$ cat config.mk
export PLATFORM = sky130hd
export DESIGN_NAME = battery_wake_shutdown_policy_unit
export DESIGN_NICKNAME = d
export VERILOG_FILES = /design/src/bwsp_pkg.sv /design/src/bwsp_cell.sv /design/src/battery_wake_shutdown_policy_unit.sv
export SDC_FILE = /design/constraint.sdc
export NUM_CORES = 2
export LEC_CHECK = 0
export BUFFER_PORTS_ARGS = -buffer_cell sky130_fd_sc_hd__buf_2
export CORE_UTILIZATION = 25
export DETAILED_ROUTE_END_ITERATION = 8
export PLACE_DENSITY_LB_ADDON = 0.2
export SYNTH_ARGS = -nofsm -noshare
export SYNTH_HDL_FRONTEND = slang
export SYNTH_HIERARCHICAL = 1
export SYNTH_SLANG_ARGS = --single-unit
$ cat constraint.sdc
create_clock -name clk_i -period 9 [get_ports clk_i]
set_clock_uncertainty 0.2 [all_clocks]
set_input_delay 0 -clock clk_i [delete_from_list [all_inputs] [get_ports clk_i]]
set_output_delay 0 -clock clk_i [all_outputs]
set_load 0.02 [all_outputs]
$ cat src/bwsp_pkg.sv
// Shared types, codes and constants of the battery wake shutdown policy unit.
package bwsp_pkg;

  localparam int unsigned TABLE_DEPTH = 8;
  localparam int unsigned LEVEL_W     = 15;
  localparam int unsigned SEC_W       = 31;
  localparam int unsigned THR_W       = 16;
  localparam int unsigned CNT_W       = 4;
  localparam int unsigned SLOT_W      = 3;
  localparam int unsigned CFG_IDX_W   = 2;

  // 86400 = 2^7 * 675: divisibility by the odd part via its modular inverse
  localparam int unsigned DAY_SHIFT = 7;
  localparam int unsigned DAY_ODD   = 675;
  localparam int unsigned ODD_W     = SEC_W - DAY_SHIFT;

  function automatic logic [ODD_W-1:0] odd_inverse(input logic [ODD_W-1:0] d);
    logic [ODD_W-1:0] x;
    x = d;
    for (int k = 0; k < 6; k++) begin
      x = x * (ODD_W'(2) - d * x);
    end
    return x;
  endfunction

  localparam logic [ODD_W-1:0] DAY_INV   = odd_inverse(ODD_W'(DAY_ODD));
  localparam logic [ODD_W-1:0] DAY_LIMIT = ODD_W'(((64'd1 << ODD_W) - 64'd1) / DAY_ODD);

  localparam logic [LEVEL_W-1:0] MARGIN_MAX = '1;

  localparam logic [CFG_IDX_W-1:0] CFG_ENABLE      = 2'd0;
  localparam logic [CFG_IDX_W-1:0] CFG_DUR_ENTRIES = 2'd1;
  localparam logic [CFG_IDX_W-1:0] CFG_MAR_ENTRIES = 2'd2;

  typedef enum logic [1:0] {
    CMD_WAKE     = 2'd0,
    CMD_RESUME   = 2'd1,
    CMD_LOAD_DUR = 2'd2,
    CMD_LOAD_MAR = 2'd3
  } bwsp_cmd_e;

  typedef enum logic [1:0] {
    ACT_SLEEP_INDEF = 2'd0,
    ACT_SLEEP_TIMED = 2'd1,
    ACT_SHUTDOWN    = 2'd2
  } bwsp_act_e;

  typedef enum logic [1:0] {
    ST_IDLE,
    ST_EXEC,
    ST_SCAN
  } bwsp_state_e;

  typedef struct packed {
    bwsp_cmd_e           command;
    logic [LEVEL_W-1:0]  charge_level;
    logic                line_power;
    logic [SLOT_W-1:0]   entry_index;
    logic [SEC_W-1:0]    entry_value;
  } bwsp_item_t;

  typedef struct packed {
    bwsp_act_e                action;
    logic [SEC_W-1:0]         sleep_seconds;
    logic signed [THR_W-1:0]  threshold_now;
    logic                     status;
  } bwsp_result_t;

  // table write broadcast to the cells
  typedef struct packed {
    logic               dur_we;
    logic               mar_we;
    logic [LEVEL_W-1:0] key;
    logic [SEC_W-1:0]   dur_sec;
    logic [LEVEL_W-1:0] mar_amt;
  } bwsp_wr_t;

  // which tables a cell takes part in
  typedef struct packed {
    logic dur_en;
    logic mar_en;
  } bwsp_en_t;

  // running lookup candidates handed from cell to cell
  typedef struct packed {
    logic               tok;
    logic               d_found;
    logic [LEVEL_W-1:0] d_best_key;
    logic [SEC_W-1:0]   d_best_sec;
    logic               d_seen;
    logic [LEVEL_W-1:0] d_low_key;
    logic [SEC_W-1:0]   d_low_sec;
    logic               m_found;
    logic [LEVEL_W-1:0] m_best_key;
    logic [LEVEL_W-1:0] m_best_amt;
    logic               m_seen;
    logic [LEVEL_W-1:0] m_low_key;
    logic [LEVEL_W-1:0] m_low_amt;
  } bwsp_cand_t;

endpackage

$ cat src/bwsp_cell.sv
// One table slot of both tables plus one registered step of the lookup chain.
module bwsp_cell (
  input  logic                         clk_i,
  input  logic                         rst_ni,
  input  bwsp_pkg::bwsp_wr_t           wr_i,
  input  bwsp_pkg::bwsp_en_t           en_i,
  input  logic [bwsp_pkg::LEVEL_W-1:0] level_i,
  input  bwsp_pkg::bwsp_cand_t         cand_i,
  output bwsp_pkg::bwsp_cand_t         cand_o
);
  import bwsp_pkg::*;

  logic [LEVEL_W-1:0] dkey_q;
  logic [SEC_W-1:0]   dsec_q;
  logic [LEVEL_W-1:0] mkey_q;
  logic [LEVEL_W-1:0] mamt_q;
  bwsp_cand_t         cand_d;
  bwsp_cand_t         cand_q;
  logic               tok_q;

  always_ff @(posedge clk_i) begin
    if (wr_i.dur_we) begin
      dkey_q <= wr_i.key;
      dsec_q <= wr_i.dur_sec;
    end
    if (wr_i.mar_we) begin
      mkey_q <= wr_i.key;
      mamt_q <= wr_i.mar_amt;
    end
  end

  // ties go to the later slot for best, the earlier slot for lowest
  always_comb begin
    cand_d = cand_i;
    if (en_i.dur_en) begin
      if (dkey_q <= level_i && (!cand_i.d_found || dkey_q >= cand_i.d_best_key)) begin
        cand_d.d_found    = 1'b1;
        cand_d.d_best_key = dkey_q;
        cand_d.d_best_sec = dsec_q;
      end
      if (!cand_i.d_seen || dkey_q < cand_i.d_low_key) begin
        cand_d.d_seen    = 1'b1;
        cand_d.d_low_key = dkey_q;
        cand_d.d_low_sec = dsec_q;
      end
    end
    if (en_i.mar_en) begin
      if (mkey_q <= level_i && (!cand_i.m_found || mkey_q >= cand_i.m_best_key)) begin
        cand_d.m_found    = 1'b1;
        cand_d.m_best_key = mkey_q;
        cand_d.m_best_amt = mamt_q;
      end
      if (!cand_i.m_seen || mkey_q < cand_i.m_low_key) begin
        cand_d.m_seen    = 1'b1;
        cand_d.m_low_key = mkey_q;
        cand_d.m_low_amt = mamt_q;
      end
    end
  end

  always_ff @(posedge clk_i) begin
    cand_q <= cand_d;
  end

  always_ff @(posedge clk_i or negedge rst_ni) begin
    if (!rst_ni) begin
      tok_q <= 1'b0;
    end else begin
      tok_q <= cand_d.tok;
    end
  end

  always_comb begin
    cand_o     = cand_q;
    cand_o.tok = tok_q;
  end

endmodule

$ cat src/battery_wake_shutdown_policy_unit.sv
// Top level of the battery wake shutdown policy unit: control, state and cell chain.
//
// Usage
//   Input beat: item_i is taken at a rising edge with start high and busy low.
//   Result beat: result_o is valid for exactly one cycle while done_o is high;
//   the receiver cannot stall, so nothing waits on it.
//   Config: cfg_we_i writes cfg_data_i to register cfg_idx_i (0 enable,
//   1 duration entries, 2 margin entries) at the edge; write only when idle.
// Sequencing
//   Wake check with the policy active: the token runs through the chain of
//   TABLE_DEPTH registered cells, and done_o is registered once the token
//   leaves the last cell. Both tables are searched in the same pass. All
//   other beats pass through ST_EXEC, which raises done_o (the duration check
//   registers its modular-inverse product first). busy drops in the cycle
//   done_o is high, so a new beat can start there; no new beat is taken while
//   one is still in progress.
// Reset
//   rst_ni clears config, threshold state and control; table slots hold
//   whatever was last loaded and must be written before use.
module battery_wake_shutdown_policy_unit (
  input  logic                           clk_i,
  input  logic                           rst_ni,
  input  logic                           start,
  output logic                           busy,
  input  bwsp_pkg::bwsp_item_t           item_i,
  output logic                           done_o,
  output bwsp_pkg::bwsp_result_t         result_o,
  input  logic                           cfg_we_i,
  input  logic [bwsp_pkg::CFG_IDX_W-1:0] cfg_idx_i,
  input  logic [bwsp_pkg::CNT_W-1:0]     cfg_data_i
);
  import bwsp_pkg::*;

  bwsp_state_e             state_q, state_d;
  bwsp_item_t              item_q, item_d;
  logic [ODD_W-1:0]        prod_q, prod_d;
  logic                    inj_q, inj_d;
  logic                    enable_q, enable_d;
  logic [CNT_W-1:0]        dcnt_q, dcnt_d;
  logic [CNT_W-1:0]        mcnt_q, mcnt_d;
  logic signed [THR_W-1:0] thr_q, thr_d;
  logic [LEVEL_W-1:0]      rem_q, rem_d;
  logic                    thr_valid_q, thr_valid_d;
  logic                    rejected_q, rejected_d;
  logic                    done_q, done_d;
  bwsp_result_t            res_q, res_d;

  logic                    active;
  logic                    day_multiple;
  logic                    wr_dur, wr_mar;
  bwsp_wr_t                wr_all;
  bwsp_cand_t              chain [TABLE_DEPTH+1];
  bwsp_cand_t              last;
  logic [TABLE_DEPTH-1:0]  tok_vec;
  logic [LEVEL_W-1:0]      margin;
  logic [SEC_W-1:0]        dur_sec;
  logic signed [THR_W-1:0] lvl_s;
  logic signed [THR_W-1:0] thr_new;
  logic signed [THR_W-1:0] thr_eff;
  logic [LEVEL_W-1:0]      rem_eff;

  assign busy = (state_q != ST_IDLE);

  // policy gate: enabled, both entry counts non-zero and no rejected duration load
  assign active = enable_q && (dcnt_q != '0) && (mcnt_q != '0) && !rejected_q;

  // zero or whole days: low 7 bits clear and odd part divisible by 675
  assign day_multiple = (item_q.entry_value[DAY_SHIFT-1:0] == '0) && (prod_q <= DAY_LIMIT);

  // ---------------------------------------------------------------------------
  // Cell chain: cell i holds slot i of both tables
  // ---------------------------------------------------------------------------
  assign wr_all.dur_we  = wr_dur;
  assign wr_all.mar_we  = wr_mar;
  assign wr_all.key     = item_q.charge_level;
  assign wr_all.dur_sec = item_q.entry_value;
  assign wr_all.mar_amt = (item_q.entry_value[SEC_W-1:LEVEL_W] != '0) ? MARGIN_MAX
                                                                       : item_q.entry_value[LEVEL_W-1:0];

  assign chain[0] = '{tok: inj_q, default: '0};

  for (genvar i = 0; i < TABLE_DEPTH; i++) begin : g_cell
    bwsp_wr_t wr_cell;
    bwsp_en_t en_cell;

    always_comb begin
      wr_cell        = wr_all;
      // slots past the depth match no cell and are dropped
      wr_cell.dur_we = wr_dur && (32'(item_q.entry_index) == i);
      wr_cell.mar_we = wr_mar && (32'(item_q.entry_index) == i);
    end

    // counts above the depth simply enable every cell
    assign en_cell.dur_en = (32'(dcnt_q) > i);
    assign en_cell.mar_en = (32'(mcnt_q) > i);

    bwsp_cell u_cell (
      .clk_i   (clk_i),
      .rst_ni  (rst_ni),
      .wr_i    (wr_cell),
      .en_i    (en_cell),
      .level_i (item_q.charge_level),
      .cand_i  (chain[i]),
      .cand_o  (chain[i+1])
    );

    assign tok_vec[i] = chain[i+1].tok;
  end

  assign last = chain[TABLE_DEPTH];

  // ---------------------------------------------------------------------------
  // Threshold decision at the end of the chain
  // ---------------------------------------------------------------------------
  assign margin  = last.m_found ? last.m_best_amt : last.m_low_amt;
  assign dur_sec = last.d_found ? last.d_best_sec : last.d_low_sec;
  assign lvl_s   = $signed({1'b0, item_q.charge_level});
  assign thr_new = lvl_s - $signed({1'b0, margin});
  // first check after a resume uses the threshold it sets itself
  assign thr_eff = thr_valid_q ? thr_q : thr_new;
  assign rem_eff = thr_valid_q ? rem_q : item_q.charge_level;

  // ---------------------------------------------------------------------------
  // Sequencer
  // ---------------------------------------------------------------------------
  always_comb begin
    state_d     = state_q;
    item_d      = item_q;
    prod_d      = prod_q;
    inj_d       = 1'b0;
    enable_d    = enable_q;
    dcnt_d      = dcnt_q;
    mcnt_d      = mcnt_q;
    thr_d       = thr_q;
    rem_d       = rem_q;
    thr_valid_d = thr_valid_q;
    rejected_d  = rejected_q;
    done_d      = 1'b0;
    res_d       = res_q;
    wr_dur      = 1'b0;
    wr_mar      = 1'b0;

    unique case (state_q)
      ST_IDLE: begin
        if (start) begin
          item_d = item_i;
          prod_d = ODD_W'(item_i.entry_value[SEC_W-1:DAY_SHIFT] * DAY_INV);
          if (item_i.command == CMD_WAKE && active) begin
            inj_d   = 1'b1;
            state_d = ST_SCAN;
          end else begin
            state_d = ST_EXEC;
          end
        end
      end

      ST_EXEC: begin
        res_d.action        = ACT_SLEEP_INDEF;
        res_d.sleep_seconds = '0;
        res_d.status        = 1'b0;
        res_d.threshold_now = thr_q;
        unique case (item_q.command)
          CMD_WAKE: begin
            // policy inactive: answer sleep indefinitely, state untouched
          end
          CMD_RESUME: begin
            thr_d               = '0;
            rem_d               = '0;
            thr_valid_d         = 1'b0;
            res_d.threshold_now = '0;
          end
          CMD_LOAD_DUR: begin
            if (day_multiple) begin
              rejected_d   = 1'b1;
              res_d.status = 1'b1;
            end else begin
              wr_dur = 1'b1;
            end
          end
          CMD_LOAD_MAR: begin
            wr_mar = 1'b1;
          end
          default: begin
          end
        endcase
        done_d  = 1'b1;
        state_d = ST_IDLE;
      end

      ST_SCAN: begin
        if (last.tok) begin
          res_d.status = 1'b0;
          if (!thr_valid_q) begin
            thr_d       = thr_new;
            rem_d       = item_q.charge_level;
            thr_valid_d = 1'b1;
          end
          if (lvl_s < thr_eff && !item_q.line_power) begin
            res_d.action        = ACT_SHUTDOWN;
            res_d.sleep_seconds = '0;
          end else begin
            if (item_q.charge_level > rem_eff) begin
              thr_d = thr_new;
              rem_d = item_q.charge_level;
            end
            res_d.action        = ACT_SLEEP_TIMED;
            res_d.sleep_seconds = dur_sec;
          end
          res_d.threshold_now = thr_d;
          done_d              = 1'b1;
          state_d             = ST_IDLE;
        end
      end

      default: begin
        state_d = ST_IDLE;
      end
    endcase

    if (cfg_we_i) begin
      unique case (cfg_idx_i)
        CFG_ENABLE: begin
          enable_d = cfg_data_i[0];
        end
        CFG_DUR_ENTRIES: begin
          dcnt_d     = cfg_data_i;
          rejected_d = 1'b0;
        end
        CFG_MAR_ENTRIES: begin
          mcnt_d = cfg_data_i;
        end
        default: begin
        end
      endcase
    end
  end

  always_ff @(posedge clk_i or negedge rst_ni) begin
    if (!rst_ni) begin
      state_q     <= ST_IDLE;
      inj_q       <= 1'b0;
      enable_q    <= 1'b0;
      dcnt_q      <= '0;
      mcnt_q      <= '0;
      thr_q       <= '0;
      rem_q       <= '0;
      thr_valid_q <= 1'b0;
      rejected_q  <= 1'b0;
      done_q      <= 1'b0;
    end else begin
      state_q     <= state_d;
      inj_q       <= inj_d;
      enable_q    <= enable_d;
      dcnt_q      <= dcnt_d;
      mcnt_q      <= mcnt_d;
      thr_q       <= thr_d;
      rem_q       <= rem_d;
      thr_valid_q <= thr_valid_d;
      rejected_q  <= rejected_d;
      done_q      <= done_d;
    end
  end

  always_ff @(posedge clk_i) begin
    item_q <= item_d;
    prod_q <= prod_d;
    res_q  <= res_d;
  end

  assign done_o   = done_q;
  assign result_o = res_q;

`ifndef ASSERT_OFF
  // a single lookup token in flight at most
  a_one_token: assert property (@(posedge clk_i) disable iff (!rst_ni)
    $onehot0({inj_q, tok_vec}))
    else $error("more than one lookup token in the cell chain");

  // the token only runs while a scan is under way
  a_tok_in_scan: assert property (@(posedge clk_i) disable iff (!rst_ni)
    (inj_q || tok_vec != '0) |-> state_q == ST_SCAN)
    else $error("lookup token outside a scan");

  // an accepted beat always makes the unit busy
  a_accept_busy: assert property (@(posedge clk_i) disable iff (!rst_ni)
    (start && !busy) |=> busy)
    else $error("accepted beat did not start work");

  // sleep time only accompanies a timed sleep
  a_sec_zero: assert property (@(posedge clk_i) disable iff (!rst_ni)
    (done_o && result_o.action != ACT_SLEEP_TIMED) |-> result_o.sleep_seconds == '0)
    else $error("sleep seconds on a non-timed answer");

  // a rejected duration load answers sleep indefinitely and latches the flag
  a_reject: assert property (@(posedge clk_i) disable iff (!rst_ni)
    (done_o && result_o.status) |-> (result_o.action == ACT_SLEEP_INDEF && rejected_q))
    else $error("rejection answer inconsistent");
`endif

endmodule
## Yosys cells after proc, flatten, opt, wreduce, memory -nomap -nowiden

Cells that the tools add are included.

- Add/subtract/negate cells: 1
- Multipliers: 1
- Order comparisons: 63
- Eq/ne operators: 17
- Mux-type cells: 88
- Reduce and logical (&&, ||, !) cells: 113

Operators by type and width:

| kind | count |
|---|---|
| 47-bit two-way mux | 16 |
| 94-bit two-way mux | 7 |
| 31-bit two-way mux | 17 |
| 62-bit two-way mux | 7 |
| 15-bit <= comparator | 16 |
| 15-bit >= comparator | 14 |
| 15-bit < comparator | 14 |
| 15-bit two-way mux | 7 |
| 50-bit case mux with 2 select lines | 1 |
| 16-bit two-way mux | 5 |
| 50-bit two-way mux | 1 |
| 1-bit logical AND | 36 |
| 33-bit two-way mux | 1 |
| 4-bit by 3-bit greater-than comparator with 1-bit output, second input constant | 8 |
| 16-bit case mux with 2 select lines | 1 |
| 1-bit logical NOT | 30 |
| 15-bit case mux with 2 select lines | 1 |
| 1-bit logical OR | 28 |
| 24-bit by 15-bit <= comparator with 1-bit output, second input constant | 1 |
| 24-bit by 22-bit multiplier with 24-bit output, second input constant | 1 |
| 1-bit two-way mux | 18 |
| 4-bit by 1-bit greater-than comparator with 1-bit output, second input constant | 4 |
| 4-bit by 2-bit greater-than comparator with 1-bit output, second input constant | 4 |
| 16-bit < comparator | 1 |
| 20 further kinds | 44 |

- Register bits: 1974
- Input bits: 62
- Output and inout port bits: 52

## Logic depth before layout (Yosys ltp)

- Depth in word-level cells: 8
- Gate-level depth with buffers: 22
- Mapped depth without buffers: 19

## Hierarchy

The synthesis kept the hierarchy.

Modules (own cells, without submodules):

| module | instances | cells each | area an instance (um2) | sequential area each (um2) |
|---|---|---|---|---|
| bwsp_cell at g_cell[0].u_cell ... | 5 | 860 | 10268.6 | 5430.2 |
| battery_wake_shutdown_policy_unit | 1 | 1117 | 12291.8 | 4844.6 |
| bwsp_cell at g_cell[6].u_cell | 1 | 851 | 10383.7 | 5430.2 |
| bwsp_cell at g_cell[5].u_cell | 1 | 708 | 9648.0 | 5430.2 |
| bwsp_cell at g_cell[7].u_cell | 1 | 709 | 9619.2 | 5430.2 |

## Least setup slack after synthesis

No wires, ideal clock.

- Kind: register to register
- Start point: register state_q[0]
- End point: register thr_q[14]
- Data arrival time: 6.191 ns
- Setup slack: 2.488 ns
- Cell stages (with the launch flop): 9
- Period minus slack after synthesis: 6.512 ns
- Path through: dfrtp_1 inv_1 ha_1 clkbuf_8 o21ai_0 o21ai_0 o21bai_1 buf_2 a22o_2

- Word-level cells in the longest chain between the ends: 3

RTL lines:

| what | RTL line | text |
|---|---|---|
| start, declared | battery_wake_shutdown_policy_unit.sv:34 | `bwsp_state_e state_q, state_d;` |
| start signal, assigned | battery_wake_shutdown_policy_unit.sv:251 | `state_q <= state_d;` |
| 2-bit == test or 2-bit by 1-bit == test with 1-bit output (tied branches) | battery_wake_shutdown_policy_unit.sv:143 | `unique case (state_q)` |
| 2-bit by 1-bit != test with 1-bit output (no source line) or 2-bit nonzero test (tied branches) | n/a |  |
| 2-bit AND reduction (no source line) | n/a |  |
| end signal, assigned | battery_wake_shutdown_policy_unit.sv:256 | `thr_q <= thr_d;` |
| end, declared | battery_wake_shutdown_policy_unit.sv:41 | `logic signed [THR_W-1:0] thr_q, thr_d;` |

Parallel ways exist; a longest one is shown, timed or not.
A chain may end at the register's enable or synchronous reset.

## Final worst setup path

- Start point: register item_q (netlist bit g_cell[0].wr_cell[46])
- End point: register thr_q[12]

- Word-level cells in the longest chain between the ends: 7

RTL lines:

| what | RTL line | text |
|---|---|---|
| start, declared | battery_wake_shutdown_policy_unit.sv:35 | `bwsp_item_t item_q, item_d;` |
| start signal, assigned | battery_wake_shutdown_policy_unit.sv:265 | `item_q <= item_d;` |
| 15-bit by 15-bit subtractor with 16-bit output | battery_wake_shutdown_policy_unit.sv:118 | `assign thr_new = lvl_s - $signed({1'b0, margin});` |
| 16-bit two-way mux | battery_wake_shutdown_policy_unit.sv:120, battery_wake_shutdown_policy_unit.sv:193 |  |
| 16-bit < comparator | battery_wake_shutdown_policy_unit.sv:198 | `if (lvl_s < thr_eff && !item_q.line_power) begin` |
| 1-bit logical AND | battery_wake_shutdown_policy_unit.sv:198 |  |
| 16-bit two-way mux * | battery_wake_shutdown_policy_unit.sv:198 |  |
| 16-bit two-way mux * | battery_wake_shutdown_policy_unit.sv:191 | `if (last.tok) begin` |
| 16-bit case mux with 2 select lines * | battery_wake_shutdown_policy_unit.sv:143 |  |

Mark *: on every way between the ends. The rest lies on a longest branch, timed or not. The select of a mux whose other input is x is not followed.

==> out/summary.txt <==
Status = finished, final reports clean
Total grt overflow = 0
Post-Synthesis Cell Area = 0.0913 mm^2
Min-Delay Path Class = in2reg
I/O pins = 114
Commonest non-fill, non-tap cells in the layout = dfxtp_1, ha_1, inv_1
Core area = 0.363 mm^2
Max_cap viols = 0
Hold violation total from the final report = 0
Vias per cell = 4.60
Setup TNS Final = 0 ps
Commonest non-fill, non-tap cell in the layout = dfxtp_1
CTS tree = built
Total number of vias = 60100
Overall power = 32.3 mW
Critical path class = reg2reg
Ys Warns = 6
Drt drc = 0
Post-detail-place hpwl = 204 mm
Final WL = 301 mm
CP max-delay cell = o31ai_4
Endpoint class of the critical path = flip-flop
First-pass GRT wire length = 434 mm
CP max stage delay = 760 ps
Die width = 606 um
Measured slew at the worst slew-check pin = 1240 ps
Synth Instances = 7559
Fin. max-slew vios = 0
Worst VDD drop = 0.166 mV
M1 GR Usage = 22.7%
Met2 Resource Use GR = 26.0%
CP max FO = 17
Antenna violations before repair = 6
Total track usage = 16.1%
Longest Clk Path Bufs = 4
Slew HR = 17.7%
DR pass1 iterations = 6
CP Capture Point = thr_q[12]$_DFFE_PN0P_
Startpoint class of the critical path = flip-flop
Cell Rows = 221
Reg2reg end = thr_q[12]$_DFFE_PN0P_
Met3 Track Usage GR = 1.78%
Peak Freq = 0.148 GHz
Root buf cell = clkbuf_16
Final min period = 6740 ps
Final ANT Viol Nets = 0
Layout cell share with drive strength beyond 1 = 19.0%
Input/output buffers = 113
Starting Density = 25.2%
Static Leak = 45.1 nW
Clock sink count = 1971
H-tree level count = 4
Worst reg-to-reg setup slack = 2260 ps
Arr. time, crit path = 7350 ps
FF-to-FF path depth = 20
Die height = 606 um
RR Startpoint = g_cell[0].wr_cell[46]$_DFFE_PP_
Starting DRC count in detailed routing = 3817
GRT busiest layer = met2
Placer Congestion = 0.836
Avg WL per Cell = 23.1 um
Clk_lat worst skew = 910 ps
Largest net degree at the start of global routing = 55
Final setup violating endpoints = 0
CTS Buf Count = 214
Required time worst endpoint = 9610 ps
Synthesized area per cell = 12.1 um^2
Clock transition at path regs = 60 ps
Unrepaired setup endpoints after global routing = no
Period utilization = 74.9%
Synthesis-to-layout area growth = 16.8%
Worst path cell trace = buf_4 -> inv_1 -> ha_1 -> inv_1 -> fa_1 -> a211oi_1 -> o21bai_1 -> a311o_1 -> a2111o_1 -> a2111o_1 -> o211ai_2 -> mux2i_1 -> ha_1 -> nand3_1 -> nor2_1 -> a41oi_1 -> o31ai_4 -> buf_4 -> nor2b_1 -> a22o_1
Crit. Startpoint = g_cell[0].wr_cell[46]$_DFFE_PP_
Final net count = 9055
Die area = 0.368 mm^2
Pwr dens = 303 mW/mm^2
Vias in the first global route = 61700
[power breakdown]
group	internal, mW	switching, mW	total [mW]	leakage, nW
clock	5.28	3.78	9.05	3.52
sequential	11.7	1.18	12.9	17.5
combinational	4.46	5.88	10.3	24.1
[critical path, delay by kind of cell (launching register included)]
| family | cells | cell delay (ps) |
|---|---|---|
| buffers and inverters | 4 | 910 |
| AO/OA/AOI/OAI | 9 | 3190 |
| AND/OR/NAND/NOR | 3 | 880 |
| multiplexers | 1 | 120 |
| adder cells (fa/ha/maj) | 3 | 1000 |
| flip-flops | 1 | 360 |
[state kept, by name, summed over array words and instances (netlist names), 6 cells and up]
| register | count |
|---|---|
| g_cell.u_cell/dkey_q | 120 |
| item_q | 6 |
| rem_q | 15 |
| result_o | 50 |
| g_cell.u_cell/tok_q | 8 |
| g_cell.u_cell/mkey_q | 120 |
| prod_q | 21 |
| thr_q | 16 |
| g_cell.u_cell/mamt_q | 120 |
| g_cell.u_cell/dsec_q | 248 |
| g_cell.u_cell/cand_o | 1186 |
| g_cell.wr_cell | 46 |
[final cells by class]
| cell class | instances | area [um^2] |
|---|---|---|
| fill | 37000 | 256000 |
| timing repair buffer | 353 | 2680 |
| inverter | 776 | 2910 |
| clock inverter | 89 | 865 |
| antenna | 7 | 17.5 |
| clock buffer | 304 | 6280 |
| tap | 4794 | 6000 |
| multi-input combinational | 4773 | 40900 |
| sequential | 1971 | 47000 |
[worst min-delay path by stage]
stage | from | endpoint | slack, ps | depth (start not counted)
floorplan | rst_ni | dcnt_q[0]$_DFFE_PN0P_ | -500 | 0
finish | start | g_cell[0].wr_cell[55]$_DFFE_PP_ | 120 | 3
CTS | start | g_cell[0].wr_cell[47]$_DFFE_PP_ | 50 | 3
detailed placement | item_i[0] | g_cell[0].wr_cell[15]$_DFFE_PP_ | -20 | 1
global route | start | g_cell[0].wr_cell[47]$_DFFE_PP_ | 120 | 3
global placement | item_i[5] | g_cell[0].wr_cell[20]$_DFFE_PP_ | -20 | 1
[stage by stage]
stage          setup slack (ps)  instance area [um^2]  utilization, %  cells  hold WS, ps
2_1_floorplan              2490                 92300               -   7826         -496
5_1_grt                    1840                107000            29.4  13100          120
3_5_place_dp               2180                 98200            27.1  12500        -21.6
4_1_cts                    2160                107000            29.4  13100         54.0
3_3_place_gp               2070                 98200            27.1  12500        -23.5
6_report                   2260                107000            29.4  13100          124
[layer usage]
metal | share of wire (%) | wire length [um]
met4 | 2.5 | 7490
met3 | 3.8 | 11300
met5 | 0 | 0
met1 | 48 | 146000
met2 | 45 | 136000
[repair_timing]
item	CTS	global route
hold endpoints to repair	149	0
resized for setup	0	0
hold buffers	125	0
buffers inserted	0	0
Note: power is estimated with default switching activity, not from simulation.
